File: config.mk
export PLATFORM = sky130hd
export DESIGN_NAME = html_entity_codec_flat
export DESIGN_NICKNAME = d
export VERILOG_FILES = /design/src/rtl/hec_pkg.sv /design/src/rtl/hec_in_if.sv /design/src/rtl/hec_out_if.sv /design/src/rtl/hec_regs.sv /design/src/rtl/hec_ctrl.sv /design/src/rtl/hec_dpath.sv /design/src/rtl/html_entity_codec.sv /design/src/flat_wrapper.sv
export VERILOG_INCLUDE_DIRS = /design/src /design/src/rtl
export SDC_FILE = /design/constraint.sdc
export NUM_CORES = 1
export LEC_CHECK = 0
export CORE_MARGIN = 1
export CORE_UTILIZATION = 45
export CTS_BUF_LIST = sky130_fd_sc_hd__clkbuf_8
export DETAILED_ROUTE_END_ITERATION = 6
export DONT_BUFFER_PORTS = 1
export GPL_TIMING_DRIVEN = 0
export HOLD_SLACK_MARGIN = 0.03
export PLACE_DENSITY = 0.6
export SYNTH_ARGS = -nofsm -noshare
export SYNTH_HDL_FRONTEND = slang
export SYNTH_SLANG_ARGS = --single-unit
File: constraint.sdc
create_clock -name clk -period 6.4 [get_ports clk]
set_input_delay 1.28 -clock clk [delete_from_list [all_inputs] [get_ports clk]]
set_output_delay 1.28 -clock clk [all_outputs]
set_load 0.005 [all_outputs]
File: src/rtl/assert_macros.svh
// Assertion macros shared by the entity codec modules.
// Depends on clk and rst_n being visible at the point of use.
`ifndef ASSERT_MACROS_SVH
`define ASSERT_MACROS_SVH

// Condition holds at every clock edge outside reset.
`define HEC_ASSERT(lbl, cond, msg) \
    lbl: assert property (@(posedge clk) disable iff (!rst_n) (cond)) else $error(msg);

// Consequent holds in the same cycle as the antecedent.
`define HEC_ASSERT_IMPL(lbl, ante, cons, msg) \
    lbl: assert property (@(posedge clk) disable iff (!rst_n) (ante) |-> (cons)) \
        else $error(msg);

// Consequent holds in the cycle after the antecedent.
`define HEC_ASSERT_NEXT(lbl, ante, cons, msg) \
    lbl: assert property (@(posedge clk) disable iff (!rst_n) (ante) |=> (cons)) \
        else $error(msg);

`endif

File: src/rtl/hec_pkg.sv
// Types, codes and the entity table of the entity codec.
// No dependencies; used by hec_regs, hec_ctrl, hec_dpath and the top level.
package hec_pkg;

    typedef logic [7:0] byte_t;

    localparam int NUM_ENT     = 26;
    localparam int ACC_ENT     = 22;
    localparam int ENT_MAX_LEN = 8;
    localparam int ENT_IDX_W   = $clog2(NUM_ENT);
    localparam int ADDR_W      = 3;

    typedef logic [ENT_IDX_W-1:0] ent_idx_t;

    localparam byte_t AMP_CHAR  = 8'h26;
    localparam byte_t SEMI_CHAR = 8'h3B;

    localparam logic [1:0] DIR_PASS   = 2'd0;
    localparam logic [1:0] DIR_DECODE = 2'd1;
    localparam logic [1:0] DIR_ENCODE = 2'd2;

    localparam logic REG_DIRECTION = 1'b0;
    localparam logic REG_XML       = 1'b1;

    localparam byte_t ENT_CODE [NUM_ENT] = '{
        8'h85, 8'hA0, 8'h83, 8'h8A, 8'h82, 8'h88, 8'h8D, 8'hA1, 8'h8C,
        8'h95, 8'hA2, 8'h93, 8'h97, 8'hA3, 8'h96, 8'h87, 8'h81, 8'h84,
        8'h94, 8'h9A, 8'h8E, 8'h99, 8'h3C, 8'h3E, 8'h26, 8'h22
    };

    localparam logic [3:0] ENT_LEN [NUM_ENT] = '{
        4'd8, 4'd8, 4'd7, 4'd8, 4'd8, 4'd7, 4'd8, 4'd8, 4'd7,
        4'd8, 4'd8, 4'd7, 4'd8, 4'd8, 4'd7, 4'd8, 4'd6, 4'd6,
        4'd6, 4'd6, 4'd6, 4'd6, 4'd4, 4'd4, 4'd5, 4'd6
    };

    // Left-justified entity text, first character in the top byte.
    localparam logic [63:0] ENT_TEXT [NUM_ENT] = '{
        "&agrave;", "&aacute;", {"&acirc;", 8'h00},
        "&egrave;", "&eacute;", {"&ecirc;", 8'h00},
        "&igrave;", "&iacute;", {"&icirc;", 8'h00},
        "&ograve;", "&oacute;", {"&ocirc;", 8'h00},
        "&ugrave;", "&uacute;", {"&ucirc;", 8'h00},
        "&ccedil;", {"&uuml;", 16'h0000}, {"&auml;", 16'h0000},
        {"&ouml;", 16'h0000}, {"&Uuml;", 16'h0000}, {"&Auml;", 16'h0000},
        {"&Ouml;", 16'h0000},
        {"&lt;", 32'h0000_0000}, {"&gt;", 32'h0000_0000}, {"&amp;", 24'h00_0000},
        {"&quot;", 16'h0000}
    };

    typedef enum logic [1:0] {
        ST_IDLE,
        ST_FLUSH,
        ST_TAIL,
        ST_ENC
    } state_t;

    typedef enum logic [1:0] {
        TAIL_IN,
        TAIL_CODE,
        TAIL_AMP
    } tail_sel_t;

    typedef enum logic [1:0] {
        CNT_KEEP,
        CNT_CLEAR,
        CNT_ONE,
        CNT_INCR
    } cnt_op_t;

    typedef struct packed {
        logic      load;
        logic      store;
        cnt_op_t   cnt_op;
        tail_sel_t tail_sel;
        logic      tail_after;
        logic      advance;
        state_t    phase;
    } hec_cmd_t;

    typedef struct packed {
        logic is_amp;
        logic is_semi;
        logic eos;
        logic held_zero;
        logic held_full;
        logic match_hit;
        logic enc_hit;
        logic seq_last;
        logic tail_pend;
        logic out_last;
    } hec_stat_t;

    function automatic byte_t ent_char(input ent_idx_t e, input logic [2:0] p);
        logic [63:0] txt;
        txt = ENT_TEXT[e];
        return txt[8*(7-int'(p)) +: 8];
    endfunction

endpackage

File: src/rtl/hec_in_if.sv
// Input byte channel of the entity codec: valid/ready plus one text byte.
// No dependencies.
interface hec_in_if;
    logic       valid;
    logic       ready;
    logic [7:0] data_byte;
    logic       end_of_string;

    modport source (output valid, output data_byte, output end_of_string, input ready);
    modport sink   (input valid, input data_byte, input end_of_string, output ready);
endinterface

File: src/rtl/hec_out_if.sv
// Result byte channel of the entity codec: valid/ready plus one converted byte.
// No dependencies.
interface hec_out_if;
    logic       valid;
    logic       ready;
    logic [7:0] out_byte;
    logic       last_of_run;

    modport source (output valid, output out_byte, output last_of_run, input ready);
    modport sink   (input valid, input out_byte, input last_of_run, output ready);
endinterface

File: src/rtl/hec_regs.sv
// APB-style configuration registers: direction and XML entity enable.
// Depends on hec_pkg.
module hec_regs (
    input  logic                      clk,
    input  logic                      rst_n,
    input  logic                      psel,
    input  logic                      penable,
    input  logic                      pwrite,
    input  logic [hec_pkg::ADDR_W-1:0] paddr,
    input  logic [31:0]               pwdata,
    output logic [31:0]               prdata,
    output logic                      pready,
    output logic [1:0]                direction,
    output logic                      xml,
    output logic                      dir_wr
);
    import hec_pkg::*;

    logic [1:0] direction_reg;
    logic       xml_reg;
    logic       wr_en;

    assign pready    = 1'b1;
    assign wr_en     = psel && penable && pwrite;
    assign dir_wr    = wr_en && (paddr[2] == REG_DIRECTION);
    assign direction = direction_reg;
    assign xml       = xml_reg;

    always_ff @(posedge clk or negedge rst_n)
    begin
        if (!rst_n)
        begin
            direction_reg <= DIR_PASS;
            xml_reg       <= 1'b0;
        end
        else if (wr_en)
        begin
            case (paddr[2])
                REG_DIRECTION: direction_reg <= pwdata[1:0];
                REG_XML:       xml_reg       <= pwdata[0];
                default:       xml_reg       <= xml_reg;
            endcase
        end
    end

    always_comb
    begin
        case (paddr[2])
            REG_DIRECTION: prdata = {30'd0, direction_reg};
            REG_XML:       prdata = {31'd0, xml_reg};
            default:       prdata = '0;
        endcase
    end

endmodule

File: src/rtl/hec_ctrl.sv
// Controller of the entity codec: decides per byte and sequences result beats.
// Depends on hec_pkg and assert_macros.svh.
`include "assert_macros.svh"

module hec_ctrl (
    input  logic                clk,
    input  logic                rst_n,
    input  logic                in_valid,
    output logic                in_ready,
    output logic                out_valid,
    input  logic                out_ready,
    input  logic [1:0]          direction,
    input  hec_pkg::hec_stat_t  stat,
    output hec_pkg::hec_cmd_t   cmd
);
    import hec_pkg::*;

    state_t state_reg;
    state_t state_next;

    always_ff @(posedge clk or negedge rst_n)
    begin
        if (!rst_n)
        begin
            state_reg <= ST_IDLE;
        end
        else
        begin
            state_reg <= state_next;
        end
    end

    always_comb
    begin
        state_next     = state_reg;
        in_ready       = 1'b0;
        out_valid      = 1'b0;
        cmd.load       = 1'b0;
        cmd.store      = 1'b0;
        cmd.cnt_op     = CNT_KEEP;
        cmd.tail_sel   = TAIL_IN;
        cmd.tail_after = 1'b0;
        cmd.advance    = 1'b0;
        cmd.phase      = state_reg;

        case (state_reg)
            ST_IDLE:
            begin
                in_ready = 1'b1;
                if (in_valid)
                begin
                    cmd.load = 1'b1;
                    case (direction)
                        DIR_DECODE:
                        begin
                            if (stat.is_amp)
                            begin
                                cmd.tail_sel   = TAIL_AMP;
                                cmd.tail_after = stat.eos;
                                cmd.cnt_op     = stat.eos ? CNT_CLEAR : CNT_ONE;
                                if (!stat.held_zero)
                                begin
                                    state_next = ST_FLUSH;
                                end
                                else if (stat.eos)
                                begin
                                    state_next = ST_TAIL;
                                end
                            end
                            else if (stat.held_zero)
                            begin
                                state_next = ST_TAIL;
                            end
                            else if (stat.is_semi)
                            begin
                                cmd.cnt_op = CNT_CLEAR;
                                if (stat.match_hit)
                                begin
                                    cmd.tail_sel = TAIL_CODE;
                                    state_next   = ST_TAIL;
                                end
                                else
                                begin
                                    cmd.tail_after = 1'b1;
                                    state_next     = ST_FLUSH;
                                end
                            end
                            else if (!stat.held_full)
                            begin
                                cmd.store = 1'b1;
                                if (stat.eos)
                                begin
                                    cmd.cnt_op = CNT_CLEAR;
                                    state_next = ST_FLUSH;
                                end
                                else
                                begin
                                    cmd.cnt_op = CNT_INCR;
                                end
                            end
                            else
                            begin
                                cmd.cnt_op     = CNT_CLEAR;
                                cmd.tail_after = 1'b1;
                                state_next     = ST_FLUSH;
                            end
                        end
                        DIR_ENCODE:
                        begin
                            state_next = stat.enc_hit ? ST_ENC : ST_TAIL;
                        end
                        default:
                        begin
                            state_next = ST_TAIL;
                        end
                    endcase
                end
            end
            ST_FLUSH:
            begin
                out_valid = 1'b1;
                if (out_ready)
                begin
                    cmd.advance = 1'b1;
                    if (stat.seq_last)
                    begin
                        state_next = stat.tail_pend ? ST_TAIL : ST_IDLE;
                    end
                end
            end
            ST_ENC:
            begin
                out_valid = 1'b1;
                if (out_ready)
                begin
                    cmd.advance = 1'b1;
                    if (stat.seq_last)
                    begin
                        state_next = ST_IDLE;
                    end
                end
            end
            ST_TAIL:
            begin
                out_valid = 1'b1;
                if (out_ready)
                begin
                    state_next = ST_IDLE;
                end
            end
            default:
            begin
                state_next = ST_IDLE;
            end
        endcase
    end

    `HEC_ASSERT_NEXT(a_tail_after_flush, state_reg == ST_FLUSH && out_ready && stat.seq_last && stat.tail_pend, state_reg == ST_TAIL, "flush with pending byte did not go to tail")
    `HEC_ASSERT_NEXT(a_last_frees_input, out_valid && out_ready && stat.out_last, in_ready, "input not taken after last beat")
    `HEC_ASSERT_NEXT(a_run_continues, out_valid && out_ready && !stat.out_last, out_valid, "run ended without last beat")

endmodule

File: src/rtl/hec_dpath.sv
// Datapath of the entity codec: held group memory, match tracking, beat mux.
// Depends on hec_pkg and assert_macros.svh.
`include "assert_macros.svh"

module hec_dpath #(
    parameter int HOLD_DEPTH = 7
) (
    input  logic                clk,
    input  logic                rst_n,
    input  logic [7:0]          in_byte,
    input  logic                in_eos,
    input  logic                xml,
    input  logic                dir_wr,
    input  hec_pkg::hec_cmd_t   cmd,
    output hec_pkg::hec_stat_t  stat,
    output logic [7:0]          out_byte,
    output logic                out_last
);
    import hec_pkg::*;

    localparam int CNT_W = $clog2(HOLD_DEPTH + 1);
    localparam int IDX_W = $clog2(HOLD_DEPTH);
    localparam int MEM_D = 2 ** IDX_W;

    byte_t              mem [MEM_D];
    logic [CNT_W-1:0]   held_cnt_reg;
    logic [CNT_W-1:0]   held_cnt_next;
    logic [CNT_W-1:0]   pos_reg;
    logic [CNT_W-1:0]   pos_next;
    logic [CNT_W-1:0]   flush_cnt_reg;
    logic [NUM_ENT-1:0] cand_reg;
    logic [NUM_ENT-1:0] cand_next;
    logic [NUM_ENT-1:0] active;
    logic [NUM_ENT-1:0] match_vec;
    logic [NUM_ENT-1:0] enc_vec;
    byte_t              rd_data_reg;
    byte_t              byte_reg;
    byte_t              byte_next;
    byte_t              match_code;
    ent_idx_t           ent_reg;
    ent_idx_t           match_idx;
    ent_idx_t           enc_idx;
    logic               tail_reg;
    logic               seq_last;

    always_comb
    begin
        match_idx = '0;
        enc_idx   = '0;
        for (int e = 0; e < NUM_ENT; e++)
        begin
            active[e]    = xml || (e < ACC_ENT);
            match_vec[e] = cand_reg[e] && active[e]
                           && (int'(ENT_LEN[e]) == int'(held_cnt_reg) + 1);
            enc_vec[e]   = active[e] && (ENT_CODE[e] == in_byte);
            cand_next[e] = cand_reg[e] && (int'(held_cnt_reg) < ENT_MAX_LEN)
                           && (ent_char(ENT_IDX_W'(e), held_cnt_reg[2:0]) == in_byte);
        end
        for (int e = NUM_ENT - 1; e >= 0; e--)
        begin
            if (match_vec[e])
            begin
                match_idx = ENT_IDX_W'(e);
            end
            if (enc_vec[e])
            begin
                enc_idx = ENT_IDX_W'(e);
            end
        end
        match_code = ENT_CODE[match_idx];
    end

    always_comb
    begin
        case (cmd.tail_sel)
            TAIL_CODE: byte_next = match_code;
            TAIL_AMP:  byte_next = AMP_CHAR;
            default:   byte_next = in_byte;
        endcase

        held_cnt_next = held_cnt_reg;
        if (dir_wr)
        begin
            held_cnt_next = '0;
        end
        else if (cmd.load)
        begin
            case (cmd.cnt_op)
                CNT_CLEAR: held_cnt_next = '0;
                CNT_ONE:   held_cnt_next = CNT_W'(1);
                CNT_INCR:  held_cnt_next = held_cnt_reg + CNT_W'(1);
                default:   held_cnt_next = held_cnt_reg;
            endcase
        end

        if (cmd.load)
        begin
            pos_next = '0;
        end
        else if (cmd.advance)
        begin
            pos_next = pos_reg + CNT_W'(1);
        end
        else
        begin
            pos_next = pos_reg;
        end
    end

    always_ff @(posedge clk or negedge rst_n)
    begin
        if (!rst_n)
        begin
            held_cnt_reg <= '0;
            tail_reg     <= 1'b0;
        end
        else
        begin
            held_cnt_reg <= held_cnt_next;
            if (cmd.load)
            begin
                tail_reg <= cmd.tail_after;
            end
        end
    end

    always_ff @(posedge clk)
    begin
        pos_reg <= pos_next;
        if (cmd.load)
        begin
            byte_reg      <= byte_next;
            ent_reg       <= enc_idx;
            flush_cnt_reg <= held_cnt_reg + CNT_W'(cmd.store);
        end
        if (cmd.load && (cmd.cnt_op == CNT_ONE))
        begin
            cand_reg <= '1;
        end
        else if (cmd.load && cmd.store)
        begin
            cand_reg <= cand_next;
        end
    end

    // Slot zero is never stored; the beat mux puts out the opening ampersand in its place.
    always_ff @(posedge clk)
    begin
        if (cmd.load && cmd.store)
        begin
            mem[held_cnt_reg[IDX_W-1:0]] <= in_byte;
        end
        rd_data_reg <= mem[pos_next[IDX_W-1:0]];
    end

    always_comb
    begin
        case (cmd.phase)
            ST_FLUSH:
            begin
                seq_last = (pos_reg + CNT_W'(1)) == flush_cnt_reg;
                out_byte = (pos_reg == '0) ? AMP_CHAR : rd_data_reg;
                out_last = seq_last && !tail_reg;
            end
            ST_ENC:
            begin
                seq_last = pos_reg[2:0] == 3'(ENT_LEN[ent_reg] - 4'd1);
                out_byte = ent_char(ent_reg, pos_reg[2:0]);
                out_last = seq_last;
            end
            ST_TAIL:
            begin
                seq_last = 1'b1;
                out_byte = byte_reg;
                out_last = 1'b1;
            end
            default:
            begin
                seq_last = 1'b0;
                out_byte = byte_reg;
                out_last = 1'b0;
            end
        endcase
    end

    assign stat.is_amp    = in_byte == AMP_CHAR;
    assign stat.is_semi   = in_byte == SEMI_CHAR;
    assign stat.eos       = in_eos;
    assign stat.held_zero = held_cnt_reg == '0;
    assign stat.held_full = held_cnt_reg == CNT_W'(HOLD_DEPTH);
    assign stat.match_hit = |match_vec;
    assign stat.enc_hit   = |enc_vec;
    assign stat.seq_last  = seq_last;
    assign stat.tail_pend = tail_reg;
    assign stat.out_last  = out_last;

    `HEC_ASSERT(a_held_range, held_cnt_reg <= CNT_W'(HOLD_DEPTH), "held count beyond depth")
    `HEC_ASSERT_IMPL(a_flush_nonempty, cmd.phase == ST_FLUSH, flush_cnt_reg != '0, "empty flush")
    `HEC_ASSERT_IMPL(a_enc_active, cmd.phase == ST_ENC, xml || (int'(ent_reg) < ACC_ENT), "inactive entity encoded")

endmodule

File: src/rtl/html_entity_codec.sv
// A byte is taken when the block is idle; its result beats follow from the next cycle, one per
// cycle while the output is ready: 1 for pass or a decoded byte, 4 to 8 for an entity, and up to
// held count plus one for a flush. A new byte is taken only after the last result beat of the
// byte before it has been accepted; a byte that is only held gives no beats and leaves it idle.
// Reset: pass mode, XML entries off, nothing held.
// Top level of the entity codec; depends on hec_pkg, hec_in_if, hec_out_if and submodules.
module html_entity_codec #(
    parameter int HOLD_DEPTH = 7
) (
    input  logic                       clk,
    input  logic                       rst_n,
    input  logic                       psel,
    input  logic                       penable,
    input  logic                       pwrite,
    input  logic [hec_pkg::ADDR_W-1:0] paddr,
    input  logic [31:0]                pwdata,
    output logic [31:0]                prdata,
    output logic                       pready,
    hec_in_if.sink                     feed,
    hec_out_if.source                  result
);
    import hec_pkg::*;

    logic [1:0] direction;
    logic       xml;
    logic       dir_wr;
    hec_cmd_t   cmd;
    hec_stat_t  stat;

    hec_regs u_regs (
        .clk       (clk),
        .rst_n     (rst_n),
        .psel      (psel),
        .penable   (penable),
        .pwrite    (pwrite),
        .paddr     (paddr),
        .pwdata    (pwdata),
        .prdata    (prdata),
        .pready    (pready),
        .direction (direction),
        .xml       (xml),
        .dir_wr    (dir_wr)
    );

    hec_ctrl u_ctrl (
        .clk       (clk),
        .rst_n     (rst_n),
        .in_valid  (feed.valid),
        .in_ready  (feed.ready),
        .out_valid (result.valid),
        .out_ready (result.ready),
        .direction (direction),
        .stat      (stat),
        .cmd       (cmd)
    );

    hec_dpath #(
        .HOLD_DEPTH (HOLD_DEPTH)
    ) u_dpath (
        .clk      (clk),
        .rst_n    (rst_n),
        .in_byte  (feed.data_byte),
        .in_eos   (feed.end_of_string),
        .xml      (xml),
        .dir_wr   (dir_wr),
        .cmd      (cmd),
        .stat     (stat),
        .out_byte (result.out_byte),
        .out_last (result.last_of_run)
    );

endmodule
File: src/flat_wrapper.sv
// flat-port wrapper written by rule: the top's interface ports become plain ports
module html_entity_codec_flat import hec_pkg::*;
#(
    parameter int HOLD_DEPTH = 7
)
  (clk, rst_n, psel, penable, pwrite, paddr, pwdata, prdata, pready, feed_valid, feed_data_byte, feed_end_of_string, feed_ready, result_valid, result_out_byte, result_last_of_run, result_ready);
  hec_in_if feed_i ();
  hec_out_if result_i ();
  input  logic clk;
  input  logic rst_n;
  input  logic psel;
  input  logic penable;
  input  logic pwrite;
  input  logic [hec_pkg::ADDR_W-1:0] paddr;
  input  logic [31:0] pwdata;
  output logic [31:0] prdata;
  output logic pready;
  input wire logic [$bits(feed_i.valid)-1:0] feed_valid;
  input wire logic [$bits(feed_i.data_byte)-1:0] feed_data_byte;
  input wire logic [$bits(feed_i.end_of_string)-1:0] feed_end_of_string;
  output wire logic [$bits(feed_i.ready)-1:0] feed_ready;
  output wire logic [$bits(result_i.valid)-1:0] result_valid;
  output wire logic [$bits(result_i.out_byte)-1:0] result_out_byte;
  output wire logic [$bits(result_i.last_of_run)-1:0] result_last_of_run;
  input wire logic [$bits(result_i.ready)-1:0] result_ready;
  assign feed_i.valid = feed_valid;
  assign feed_i.data_byte = feed_data_byte;
  assign feed_i.end_of_string = feed_end_of_string;
  assign feed_ready = feed_i.ready;
  assign result_valid = result_i.valid;
  assign result_out_byte = result_i.out_byte;
  assign result_last_of_run = result_i.last_of_run;
  assign result_i.ready = result_ready;
  html_entity_codec #(.HOLD_DEPTH(HOLD_DEPTH)) u_core (.clk(clk), .rst_n(rst_n), .psel(psel), .penable(penable), .pwrite(pwrite), .paddr(paddr), .pwdata(pwdata), .prdata(prdata), .pready(pready), .feed(feed_i), .result(result_i));
endmodule
### Word level (Yosys, flattened, before mapping)

Memories as Yosys holds them, arrays and structs flattened. A register that Yosys moved wholly into a read port is not among the register bits.
Index checks and enable logic that the tools add are counted.

| storage, ports and cells | value |
|---|---|
| bits in registers | 54 |
| bits in latches | 0 |
| memory bits (writable) | 64 |
| memory bits (read-only) | 2432 |
| bits of input ports | 51 |
| output and inout port bits | 44 |
| logic and storage cells | 330 |
| memories | 4 |

Memories:

| name | words | width | rd ports | clocked after memory_dff | write ports | RTL line | RTL |
|---|---|---|---|---|---|---|---|
| (name not given) | 32 | 64 | 1 | 0 | 0 | hec_pkg.sv:96 | `txt = ENT_TEXT[e];` |
| (name not given) | 32 | 8 | 1 | 0 | 0 | hec_dpath.sv:70 | `match_code = ENT_CODE[match_idx];` |
| (name not given) | 32 | 4 | 1 | 0 | 0 | hec_dpath.sv:167 | `seq_last = pos_reg[2:0] == 3'(ENT_LEN[ent_reg] - 4'd1);` |
| u_core.u_dpath.mem | 8 | 8 | 1 | 1 | 1 | hec_dpath.sv:25 | `byte_t mem [MEM_D];` |

| operators by class | value |
|---|---|
| $add $sub $neg | 7 |
| multipliers | 0 |
| divide/modulo/power cells | 0 |
| magnitude comparators | 2 |
| eq/ne operators | 80 |
| shift-type cells | 27 |
| multiplexer cells | 109 |
| bitwise logic cells | 3 |
| reductions and logical operators | 84 |

Operators by type and width:

| kind | number |
|---|---|
| $shiftx 64x7->8 const A | 26 |
| $eq 8x8->1 | 26 |
| $mux 5 | 37 |
| $eq 8x8->1 const A | 22 |
| $mux 64 | 2 |
| $eq 4x32->1 const A | 3 |
| $logic_and 1x1->1 | 66 |
| $pmux 32 s2 | 1 |
| $shiftx 64x7->8 | 1 |
| $reduce_or 26->1 | 2 |
| $mux 2 | 22 |
| $eq 5x32->1 const A | 1 |
| $eq 6x8->1 const A | 4 |
| $mux 4 | 8 |
| $pmux 8 s2 | 2 |
| $mux 3 | 10 |
| $mux 8 | 3 |
| $eq 8x6->1 const B | 2 |
| $reduce_or 16->1 | 1 |
| $mux 1 | 15 |
| $mux 7 | 2 |
| $eq 2x2->1 const B | 6 |
| $ge 6x6->1 const B | 2 |
| $mux 6 | 2 |
| 29 further kinds | 46 |

### Longest topological paths before layout

Gate-level depths: netlist of the first run.

| depth | value |
|---|---|
| depth after elaboration | 34 |
| mapped depth | 18 |
| mapped depth without buffers | 14 |

### Cells and area by module

From an unflattened synthesis of the first run, not the netlist that was laid out.

| second synthesis, totals | value |
|---|---|
| cells, all modules | 1087 |
| area, all modules | 9609.2 µm² |

Modules (own cells, without submodules):

| module | times used | cells an instance | area each (µm²) | seq. area each (µm²) |
|---|---|---|---|---|
| hec_dpath | 1 | 1003 | 8889.8 | 3243.1 |
| hec_regs | 1 | 44 | 410.4 | 75.1 |
| hec_ctrl | 1 | 40 | 309.0 | 50.0 |

### Worst setup path after synthesis of the first run

No wires, ideal clock.

| timing path | value |
|---|---|
| path kind | input to register |
| start | input port feed_valid |
| end | register u_core.u_dpath.byte_reg[0] (data pin) |
| setup time | 0.267 ns |
| data arrival time | 3.950 ns |
| required time | 6.133 ns |
| path slack | 2.183 ns |
| stages | 12 |
| path buffers | 2 |
| cell sequence | nor3b_2 > nand3_1 > nor2_1 > nand2_1 > ha_1 > clkbuf_1 > nor2b_1 > buf_4 > nand2b_1 > o31ai_1 > a221oi_1 > nand3_1 |

| between the ends | value |
|---|---|
| cells in the longest elaborated chain, start to end | 4 |
| elaborated cells between the ends (all ways) | 5 |
| classes of those cells | eq/ne: 2; mux: 3 |

RTL lines:

| item | RTL line | RTL |
|---|---|---|
| from (decl) | flat_wrapper.sv:18 | `input wire logic [$bits(feed_i.valid)-1:0] feed_valid;` |
| $mux 7 (*) | hec_ctrl.sv:50 | `if (in_valid)` |
| $mux 7 (*) | hec_ctrl.sv:46 | `case (state_reg)` |
| $eq 2x2->1 / $eq 2x1->1 (equally long branches) | hec_dpath.sv:75 | `case (cmd.tail_sel)` |
| $pmux 8 s2 (*) | hec_dpath.sv:75 |  |
| via u_core.u_dpath.byte_next[0] | hec_dpath.sv:38 | `byte_t byte_next;` |
| to (signal assigned) | hec_dpath.sv:132 | `byte_reg <= byte_next;` |
| to (decl) | hec_dpath.sv:37 | `byte_t byte_reg;` |

The timed path passes the listed nets; every way through them passes the cells marked *.
A chain may end at the register's enable or synchronous reset.

### Final worst setup path of the first run

| timing path | value |
|---|---|
| start | register u_core.u_dpath.held_cnt_reg[2] |
| end | register u_core.u_dpath.byte_reg[0] (data pin) |

| between the ends | value |
|---|---|
| cells in the longest elaborated chain, start to end | 34 |
| elaborated cells between the ends (all ways) | 74 |
| classes of those cells | add/sub: 1; eq/ne: 7; mux: 36; bitwise: 1; reduce/logical: 28; memory: 1 |

RTL lines:

| item | RTL line | RTL |
|---|---|---|
| from (decl) | hec_dpath.sv:26 | `logic [CNT_W-1:0] held_cnt_reg;` |
| from (signal assigned) | hec_dpath.sv:119 | `held_cnt_reg <= held_cnt_next;` |
| $add 3x1->4 | hec_dpath.sv:54 | `&& (int'(ENT_LEN[e]) == int'(held_cnt_reg) + 1);` |
| $eq 3x4->1 | hec_dpath.sv:54 |  |
| $logic_and 1x1->1 | hec_dpath.sv:54 |  |
| $mux 5 (26 in a row) | hec_dpath.sv:61 | `if (match_vec[e])` |
| $not 5->6 (not written as such) | hec_dpath.sv:70 |  |
| $mem_v2 32x8 | -- |  |
| $mux 8 (not written as such) (2 in a row) | hec_dpath.sv:70 |  |
| $pmux 8 s2 (*) | hec_dpath.sv:75 |  |
| via u_core.u_dpath.byte_next[0] | hec_dpath.sv:38 |  |

The timed path passes the listed nets; every way through them passes the cells marked *. The select of a mux whose other input is x is not followed.

==> results.md, run 1 <==
- Reg clk slew, reported paths: 0.08 ns
- Clock latency on the worst-skew pair: 0.45 ns
- FMAX: 190 MHz
- Die footprint: 0.0222 mm^2
- Routed len/inst: 20.6 um
- CP cell instances: clkbuf_1, inv_1, clkbuf_1, ha_1, and2_1, and2_4, buf_4, a21oi_1, a311oi_1, nand2_1, ha_1, clkbuf_1, nor2b_1, buf_4, nand2b_1, o31ai_1, a221oi_1, nand3_1
- Core area: 0.0211 mm^2
- First-pass GRT wire length: 48100 um
- # diodes: 0
- Area grow syn2layout: 9.13%
- Final Hold Viols: 0
- Starting Density: 46.2%
- Fillers: 2124
- Initial antenna violation count: 0
- Synth unique cells: 93
- Met3 Usage GRT: 4.65%
- Skew final: 0.0106 ns
- Max cap viols: 0
- Placed cell area: 0.0102 mm^2
- Final Cell Area: 0.0106 mm^2
- Critical Path Sink Type: flip-flop
- Post-Route WL: 31200 um
- Yosys warning count: 0
- Failing checks: DRC
- Final Hold Slack: 0.490 ns
- GR Layer Usage met2: 44.1%
- Reg area: 0.00337 mm^2
- Setup Crit Path Kind: flip-flop to flip-flop
- Slowest cell on the critical path: ha_1
- Slew HR: 14.6%
- Layout cell share with drive strength beyond 1: 9.37%
- Hold-fix buffers, CTS: 0
- Vias in the first global route: 8480
- CP Buf/Inv Count: 6
- # resized after CTS: 0
- Post-synth top flop: edfxtp_1
- Final non-filler cell total: 1513
- Die height: 149 um
- Rows: 53
- Total negative slack: 0 ns
- Hpwl dp: 23200 um
- Fin util: 50.4%
- Fin nets: 1310
- RR Endpoint: u_core.u_dpath.byte_reg[0]
- All-layer global routing usage: 28.6%
- Routability cong.: 0.980
- Hold Crit Class: flip-flop to flip-flop
- Critical Path Sink: u_core.u_dpath.byte_reg[0]
- I/O Pins: 95
- CTS Buf Count: 17
- Flop-to-flop setup slack: 1.14 ns
- Iter 0 DRT Violations: 822
- Multi-input logic area: 0.00571 mm^2
- H-tree depth: 4
- Pins over their slew limit: 0
- Pre-CTS setup slack: 1.31 ns
- DR vias/cell: 6.08
- CTS tree: done
- Fin crit period: 5.26 ns
- Highest cell delay on the worst timing path: 0.52 ns
- Seq/Total Area, Yosys: 34.6%
- Most frequent cells in the layout: nand2_1 (140), nor2_1 (84), o21ai_0 (83)
- DRC Markers: 13
- Fin crit share: 82.1%
- Status: finished, violations left
- RR Startpoint: u_core.u_dpath.held_cnt_reg[2]
- Number of synthesized register bits: 126
- Crit path launch: u_core.u_dpath.held_cnt_reg[2]
- Postcts setup bufs: 0
- Max reg flops: 64
- Crit-path leading delay family: buffers and inverters
- Commonest non-fill, non-tap cell in the layout: nand2_1
- Most used routing layer in global routing: met2
- Final setup vio count: 0
- Number of clock sinks: 126
- Worst EP required: 6.60 ns
- Die X: 149 um
- Met1 usage: 40.0%
- Final setup margin: 1.14 ns
- Worst-case clock buffer depth: 2
- Vias: 9193
- Top cell type's share of synthesized area: 24.7%
- Detail Route Antenna Nets: 0
- Port Buffers: 0
- Grt ovf: 0
- Max VDD drop: 0.145 mV
- PwrDens: 283 mW/mm^2
- Post-Synthesis Cells: 1176
- Area leader, netlist: edfxtp_1
- Leak pwr: 4.12 nW
- Top cell by count, worst path: clkbuf_1
- Largest net degree at the start of global routing: 17
- CP startpoint kind: flip-flop
- Async set-reset flop share out of synthesis: 7.14%
- Syn Area/Cell: 8.28 um^2
- CP max FO: 10
- Crit path DAT: 5.45 ns
- Root Driver: clkbuf_8
- R2R cell count: 18
- Crit path depth: 18
- Synthesized area: 0.00973 mm^2
- Worst slew pin tran: 1.27 ns
- Design Power: 3.01 mW
- Count of flip-flops with a built-in enable after synthesis: 80
- RSZ-0062 raised after global routing: no
- Most area-consuming cells after synthesis: edfxtp_1 (25%), dfxtp_1 (7.6%), nand2_1 (5.4%), ha_1 (4.4%), o21ai_0 (4.3%)
- # placed instances: 1481
- First-pass DRT Iterations: 7
per-layer routing:
layer,wire length [um],vias up
li1,-,4339
met1,13800,4355
met2,14000,441
met3,2460,58
met4,898,0
met5,0,-
layout make-up:
class | instances | area share (%)
inverter | 39 | 1.38
tap | 275 | 3.24
multi-input combinational | 924 | 53.7
buffer | 116 | 5.94
clock buffer | 17 | 2.20
timing repair buffer | 1 | 0.141
clock inverter | 15 | 1.65
sequential | 126 | 31.7
kinds of logic (layout without fill, tap and decap cells):
family / Yosys count / after routing / synth area share [%]
AO/OA/AOI/OAI: 324 / 324 / 22.8
XOR/XNOR: 68 / 68 / 6.12
adder cells (fa/ha/maj): 34 / 34 / 4.37
buffers and inverters: 155 / 188 / 7.98
flip-flops: 126 / 126 / 34.6
multiplexers: 9 / 9 / 0.964
other: 2 / 31 / 0.0771
AND/OR/NAND/NOR: 458 / 458 / 23.1
worst min-delay path by stage:
stage                                start                              to  slack [ns]  cells after the start
4_1_cts                              rst_n  u_core.u_dpath.held_cnt_reg[1]        0.49                      0
3_5_place_dp   u_core.u_dpath.cand_reg[23]     u_core.u_dpath.cand_reg[23]        0.47                      1
3_3_place_gp   u_core.u_dpath.cand_reg[23]     u_core.u_dpath.cand_reg[23]        0.47                      1
6_report       u_core.u_dpath.cand_reg[23]     u_core.u_dpath.cand_reg[23]        0.49                      1
2_1_floorplan  u_core.u_dpath.cand_reg[22]     u_core.u_dpath.cand_reg[22]        0.44                      1
5_1_grt                              rst_n  u_core.u_dpath.held_cnt_reg[2]        0.49                      0
power breakdown:
group	internal [mW]	switching [mW]
Sequential	0.983	0.135
Combinational	0.428	0.728
Clock	0.360	0.371
Total	1.77	1.23
cells in the mapped netlist, types with 4 or more instances:
cell       instances
nor2b_1           18
nor3_1            36
xor2_1            26
nand4_1            6
nor3b_1            4
or3_1              6
nor2_1            84
o32ai_1            5
clkinv_1           5
dfrtp_1            9
a31oi_1           17
o31ai_1           14
buf_4             37
nand4b_1           9
mux2i_1            6
o2111ai_1          8
and3_1            16
a311oi_1           5
buf_1             17
a211oi_1           7
inv_1             33
a22oi_1            5
buf_2             12
edfxtp_1          80
a21o_1            30
dfxtp_1           37
o21a_1             6
ha_1              34
a21oi_1           63
nand3_1           80
o21ai_0           83
or3b_2             4
a32oi_1            5
nor4_1             8
nand2_1          140
a221oi_1           4
clkbuf_1          44
o22ai_1            9
and2_1             7
buf_6              5
nand2b_1          18
nand3b_1           7
o211ai_1          12
xnor2_1           42
No activity file was read; power rests on OpenSTA's default activity.
==> run 2: changes to the inputs <==
ABC_AREA = 1   (was unset)
PLACE_DENSITY = 0.62   (was 0.6)
clock period = 4.83 ns   (was 6.4 ns; I/O delays follow)
==> results.md, run 2 <==
- Postcts setup bufs: 0 (unchanged)
- CTS tree: done
- Rows: 50 (-5.7%)
- Setup Crit Path Kind: flip-flop to flip-flop
- All-layer global routing usage: 26.5% (-2.1 points)
- Fin crit share: 91.4% (+9.3 points)
- Hold Crit Class: input port to async pin
- Final setup vio count: 0 (unchanged)
- RSZ-0062 raised after global routing: yes
- # diodes: 0 (unchanged)
- Net switching power: 1.52 mW (+23%)
- Port Buffers: 0 (unchanged)
- Fin crit period: 4.41 ns (-0.842 ns)
- Worst-case clock buffer depth: 2 (unchanged)
- Final Cell Area: 0.00962 mm^2 (-9.4%)
- Detail Route Antenna Nets: 0 (unchanged)
- Post-Synthesis Cells: 1180 (+0.34%)
- Area grow syn2layout: 9.95%
- Highest cell delay on the worst timing path: 1.01 ns (+0.49 ns)
- Largest net degree at the start of global routing: 21 (+4)
- Fillers: 1916 (-9.8%)
- CP max FO: 20 (+10)
- Worst slew pin tran: 1.23 ns (-0.0433 ns)
- Count of flip-flops with a built-in enable after synthesis: 80 (unchanged)
- Starting Density: 46.3% (+0.15 points)
- DRC Markers: 0 (-13)
- Power share of the combinational group: 34.2% (-4.3 points)
- Worst EP required: 4.90 ns (-1.70 ns)
- PwrDens: 396 mW/mm^2 (+40%)
- Max VDD drop: 0.157 mV (+8.4%)
- Max reg flops: 64 (unchanged)
- First-pass GRT wire length: 40300 um (-16%)
- Seq/Total Area, Yosys: 38.5% (+3.9 points)
- Pins over their slew limit: 0 (unchanged)
- Syn Area/Cell: 7.41 um^2 (-10%)
- Iter 0 DRT Violations: 718 (-13%)
- Total negative slack: 0 ns (unchanged)
- Die X: 141 um (-5.1%)
- Top cell by count, worst path: inv_1
- Hpwl dp: 19700 um (-15%)
- Switching part of the total power: 39.9% (-1.2 points)
- Most area-consuming cells after synthesis: edfxtp_1 (27%), nand2_1 (11%), dfxtp_1 (8.5%), o21ai_0 (6.5%), nor2_1 (6.2%)
- Fin nets: 1312 (+0.15%)
- I/O Pins: 95 (unchanged)
- Placed cell area: 0.00919 mm^2 (-10%)
- Final Hold Viols: 0 (unchanged)
- Commonest non-fill, non-tap cell in the layout: nand2_1
- Leak pwr: 4.23 nW (+2.8%)
- Synthesized area: 0.00875 mm^2 (-10%)
- FMAX: 227 MHz (+19%)
- Layout cell share with drive strength beyond 1: 7.50% (-1.9 points)
- Slowest cell on the critical path: nor3_1
- Number of synthesized register bits: 126 (unchanged)
- Number of clock sinks: 126 (unchanged)
- Status: completed
- Reg clk slew, reported paths: 0.08 ns (about the same)
- H-tree depth: 4 (unchanged)
- CP Buf/Inv Count: 4 (-2)
- Most frequent cell after synthesis: nand2_1
- CP cell instances: nor2_1, inv_1, nor2_2, inv_1, nor2_1, inv_1, nor3_1, nand2_1, clkbuf_1, nor3_1
- Slew HR: 17.5% (+2.9 points)
- Core area: 0.0189 mm^2 (-10%)
- Synth top cells by count: nand2_1 (256), nor2_1 (144), inv_1 (124)
- Seq pwr share: 38.8% (+1.6 points)
- Root Driver: clkbuf_8
- Async set-reset flop share out of synthesis: 7.14% (unchanged)
- Die height: 141 um (-5.1%)
- Synth unique cells: 47 (-49%)
- Top cell type's share of synthesized area: 27.5% (+2.8 points)
- Grt ovf: 0 (unchanged)
- Max cap viols: 0 (unchanged)
- Post-synth top flop: edfxtp_1
- Cell-internal power: 2.29 mW (+29%)
- Post-Route WL: 26100 um (-16%)
- CTS Buf Count: 17 (unchanged)
- Area leader, netlist: edfxtp_1
- # placed instances: 1469 (-0.81%)
- Critical Path Sink Type: flip-flop
- Crit-path leading delay family: simple AND/OR/NAND/NOR gates
- Crit path DAT: 4.49 ns (-0.96 ns)
- Final non-filler cell total: 1500 (-0.86%)
- Vias in the first global route: 7364 (-13%)
- Skew final: 0.0183 ns (+0.00764 ns)
- Die footprint: 0.0200 mm^2 (-10%)
- Yosys warning count: 0 (unchanged)
- DR vias/cell: 5.44 (-10%)
- Initial antenna violation count: 0 (unchanged)
- Clock latency on the worst-skew pair: 0.46 ns (about the same)
- Clk pwr share: 27.1% (+2.8 points)
- Vias: 8167 (-11%)
- CP startpoint kind: flip-flop
- Fin util: 50.9% (+0.55 points)
- Most frequent cells in the layout: nand2_1 (256), nor2_1 (143), inv_1 (125)
- Routability cong.: 0.953 (-2.8%)
- First-pass DRT Iterations: 5 (-2)
- Routed len/inst: 17.4 um (-16%)
==> run 2: changes by cell type in the layout (fill, tap and decap cells not counted), sizes merged, moves of 20 or more <==
cell / previous run / this run
nand2: 140 / 262
o21ai: 85 / 113
buf: 72 / 43
a21o: 31 / 0
nor2: 85 / 147
inv: 43 / 137
xnor2: 42 / 2
a21oi: 63 / 43
nand3: 80 / 51
==> run 2: repair_timing <==
item | 4_1_cts | 5_1_grt
resized for setup | 0 | 3
endpoints found under the setup margin | 0 | 26
hold buffers | 0 | 0
==> run 2: metal layers <==
| metal | wire length [um] | track usage, % | up-vias |
|---|---|---|---|
| met5 | 0 | 0 | - |
| met4 | 458 | 7.98 | 0 |
| met3 | 1850 | 4.45 | 32 |
| met2 | 11600 | 41.2 | 337 |
| met1 | 12200 | 37.8 | 3787 |
| li1 | - | - | 4011 |
==> run 2: cell type report <==
class | count | area (um^2) | area share [%]
inverters | 133 | 499 | 5.19
multi-input cells | 880 | 4600 | 47.9
well taps | 260 | 325 | 3.38
clock inverters | 15 | 198 | 2.05
flip-flops and latches | 126 | 3370 | 35.0
clock buffers | 17 | 234 | 2.43
plain buffers | 69 | 392 | 4.07
==> run 2: worst paths after layout <==
check                                           start                             end  slack [ns]  cells past startpoint
max                        u_core.u_ctrl.state_reg[1]        u_core.u_dpath.mem[4][5]        0.42                     10
min                                             rst_n  u_core.u_dpath.held_cnt_reg[2]        0.20                      0
max reg2reg                u_core.u_ctrl.state_reg[1]        u_core.u_dpath.mem[4][5]        0.42                     10
min reg2reg                u_core.u_dpath.cand_reg[9]      u_core.u_dpath.cand_reg[9]        0.46                      2
max in group asynchronous                       rst_n      u_core.u_ctrl.state_reg[0]        4.55                      0
min in group clk           u_core.u_dpath.cand_reg[9]      u_core.u_dpath.cand_reg[9]        0.46                      2
==> run 2: cells by family after synthesis <==
group | after synthesis | synth area share, %
flip-flops | 126 | 38.5
adder cells (fa/ha/maj) | 34 | 4.86
AO/OA/AOI/OAI | 251 | 17.0
other | 2 | 0.0858
buffers and inverters | 203 | 10.2
XOR/XNOR | 46 | 4.60
AND/OR/NAND/NOR | 518 | 24.7
==> run 2: metrics by stage <==
step | power [mW] | hold WS [ns] | setup WS (ns)
6_report | 3.81 | 0.200 | 0.415
5_1_grt | 4.04 | 0.177 | -0.0303
4_1_cts | 3.79 | 0.185 | 0.315
3_5_place_dp | 2.76 | 0.441 | 0.289
3_3_place_gp | 2.76 | 0.441 | -0.205
2_1_floorplan | 2.40 | 0.427 | 1.13
==> run 2: power by group through the flow <==
stage | Clock, mW | Sequential (mW) | Combinational [mW]
2_1_floorplan | 0 | 1.45 | 0.956
5_1_grt | 1.09 | 1.50 | 1.46
6_report | 1.03 | 1.48 | 1.30
4_1_cts | 1.04 | 1.47 | 1.27
3_3_place_gp | 0 | 1.50 | 1.26
3_5_place_dp | 0 | 1.50 | 1.27
==> run 3: changes to the inputs <==
PLACE_DENSITY = unset   (was 0.62)
PLACE_DENSITY_LB_ADDON = 0.15   (was unset)
==> results.md, run 3 (synthesis results as in run 2) <==
- Status: completed
- Final non-filler cell total: 1500 (unchanged)
- Hold-fix buffers, CTS: 0 (unchanged)
- Initial antenna violation count: 0 (unchanged)
- Max VDD drop: 0.217 mV (+39%)
- Port Buffers: 0 (unchanged)
- Rows: 50 (unchanged)
- Most frequent cells in the layout: nand2_1 (256), nor2_1 (143), inv_1 (124)
- Top cell by count, worst path: nand2_1
- Largest net degree at the start of global routing: 21 (unchanged)
- Slew HR: 16.9% (-0.53 points)
- Crit path DAT: 4.52 ns (+0.03 ns)
- Worst EP required: 5.03 ns (+0.13 ns)
- Hpwl dp: 19800 um (+0.30%)
- Fin nets: 1312 (unchanged)
- Worst-case clock buffer depth: 2 (unchanged)
- Leak pwr: 4.21 nW (-0.57%)
- Starting Density: 46.3% (unchanged)
- Clock latency on the worst-skew pair: 0.47 ns (about the same)
- RSZ-0062 raised after global routing: no
- Fin util: 50.7% (-0.23 points)
- Die X: 141 um (unchanged)
- Power share of the combinational group: 35.6% (+1.4 points)
- Iter 0 DRT Violations: 962 (+34%)
- Detail Route Antenna Nets: 0 (unchanged)
- Post-Route WL: 26300 um (+0.88%)
- Cell-internal power: 2.14 mW (-6.6%)
- I/O Pins: 95 (unchanged)
- Max reg flops: 64 (unchanged)
- Final Hold Viols: 0 (unchanged)
- Slowest cell on the critical path: dfrtp_1
- Worst slew pin tran: 1.24 ns (+0.00790 ns)
- DR vias/cell: 5.49 (+0.75%)
- CTS tree: done
- Skew final: 0.0201 ns (+0.00186 ns)
- Area grow syn2layout: 9.47%
- Setup Crit Path Kind: flip-flop to flip-flop
- All-layer global routing usage: 26.6% (+0.12 points)
- Highest cell delay on the worst timing path: 0.55 ns (-0.46 ns)
- Final setup margin: 0.508 ns (+0.0928 ns)
- Total negative slack: 0 ns (unchanged)
- Vias in the first global route: 7228 (-1.8%)
- Routability cong.: 0.975 (+2.3%)
- Pins over their slew limit: 0 (unchanged)
- First-pass GRT wire length: 40200 um (-0.36%)
- Max cap viols: 0 (unchanged)
- Number of clock sinks: 126 (unchanged)
- # diodes: 0 (unchanged)
- Critical Path Sink Type: flip-flop
- CP startpoint kind: flip-flop
- Reg clk slew, reported paths: 0.10 ns (+0.02 ns)
- Fin crit share: 89.5% (-1.9 points)
- Commonest non-fill, non-tap cell in the layout: nand2_1
- Die footprint: 0.0200 mm^2 (unchanged)
- Die height: 141 um (unchanged)
- Layout cell share with drive strength beyond 1: 7.82% (+0.32 points)
- Routed len/inst: 17.5 um (+0.88%)
- Seq pwr share: 40.0% (+1.2 points)
- Switching part of the total power: 42.0% (+2.1 points)
- Hold Crit Class: input port to async pin
- FMAX: 231 MHz (+2.1%)
- DRC Markers: 0 (unchanged)
- Net switching power: 1.55 mW (+2.0%)
- # placed instances: 1469 (unchanged)
- Grt ovf: 0 (unchanged)
- PwrDens: 385 mW/mm^2 (-2.7%)
- H-tree depth: 4 (unchanged)
- Fin crit period: 4.32 ns (-0.0928 ns)
- Core area: 0.0189 mm^2 (unchanged)
- Root Driver: clkbuf_8
- Design Power: 3.69 mW (-3.2%)
- Pre-CTS setup slack: 0.168 ns (-0.121 ns)
- CTS Buf Count: 17 (unchanged)
- CP max FO: 10 (-50%)
- First-pass DRT Iterations: 6 (+1)
- Vias: 8228 (+0.75%)
- Final setup vio count: 0 (unchanged)
- Clk pwr share: 24.5% (-2.6 points)
## run 3: changes by cell type in the layout (fill, tap and decap cells not counted), moves of 2 or more
| cell | delta |
|---|---|
| bufinv_16 | -3 |
| nor3_2 | +3 |
| nor3_1 | -3 |
| clkinv_2 | +2 |
## run 3: path summary, 6_finish.rpt
check	slack [ns]	to	cells after the start	start
worst max-delay path	0.51	u_core.u_dpath.byte_reg[3]	35	u_core.u_dpath.held_cnt_reg[0]
max in group asynchronous	4.57	u_core.u_dpath.tail_reg	0	rst_n
worst min-delay path	0.17	u_core.u_dpath.held_cnt_reg[2]	0	rst_n
worst max register to register	0.51	u_core.u_dpath.byte_reg[3]	35	u_core.u_dpath.held_cnt_reg[0]
worst min register to register	0.46	u_core.u_dpath.cand_reg[9]	2	u_core.u_dpath.cand_reg[9]
min in group clk	0.46	u_core.u_dpath.cand_reg[9]	2	u_core.u_dpath.cand_reg[9]
## run 3: metrics by stage
stage	hold slack [ns]	cell area, um^2
6_report	0.170	9580
5_1_grt	0.151	9580
4_1_cts	0.151	9560
3_5_place_dp	0.444	9190
3_3_place_gp	0.441	9180
2_1_floorplan	0.427	8860
## run 3: power by group through the flow
stage                     Sequential, mW  Combinational, mW  Clock (mW)
after floorplan                     1.45              0.956           0
after global placement              1.49               1.28           0
after detailed placement            1.50               1.27           0
after CTS                           1.47               1.28       0.916
after global routing                1.49               1.46       0.957
final                               1.47               1.31       0.902
## run 3: final cells by class
| type | count | area [um^2] |
|---|---|---|
| Fill cell | 1932 | 9320 |
| Tap cell | 260 | 325 |
| Clock buffer | 17 | 234 |
| Multi-Input combinational cell | 880 | 4620 |
| Inverter | 133 | 499 |
| Sequential cell | 126 | 3370 |
| Clock inverter | 15 | 140 |
| Buffer | 69 | 392 |
## run 3: repair_timing
item,in CTS,in global routing
gates resized for setup,0,6
endpoints found under the hold margin,0,0
endpoints found under the setup margin,0,34
setup buffers,0,0
## run 3: layer usage
| metal | share of wire (%) | up-vias | routed length (um) | global-route usage [%] |
|---|---|---|---|---|
| li1 | - | 4015 | - | - |
| met1 | 46 | 3780 | 12000 | 38.4 |
| met2 | 44 | 383 | 11500 | 40.1 |
| met3 | 8.1 | 50 | 2140 | 5.03 |
| met4 | 2.5 | 0 | 648 | 8.77 |
| met5 | 0 | - | 0 | 0 |
## run 3: worst max-delay path, delay by kind of cell (launching register included)
family	cells	cell delay, ns
DFF	1	0.55
and+or+nand+nor	27	1.77
buffers and inverters	2	0.61
AOI/OAI and AO/OA	4	0.45
adders and majority gates	2	0.66
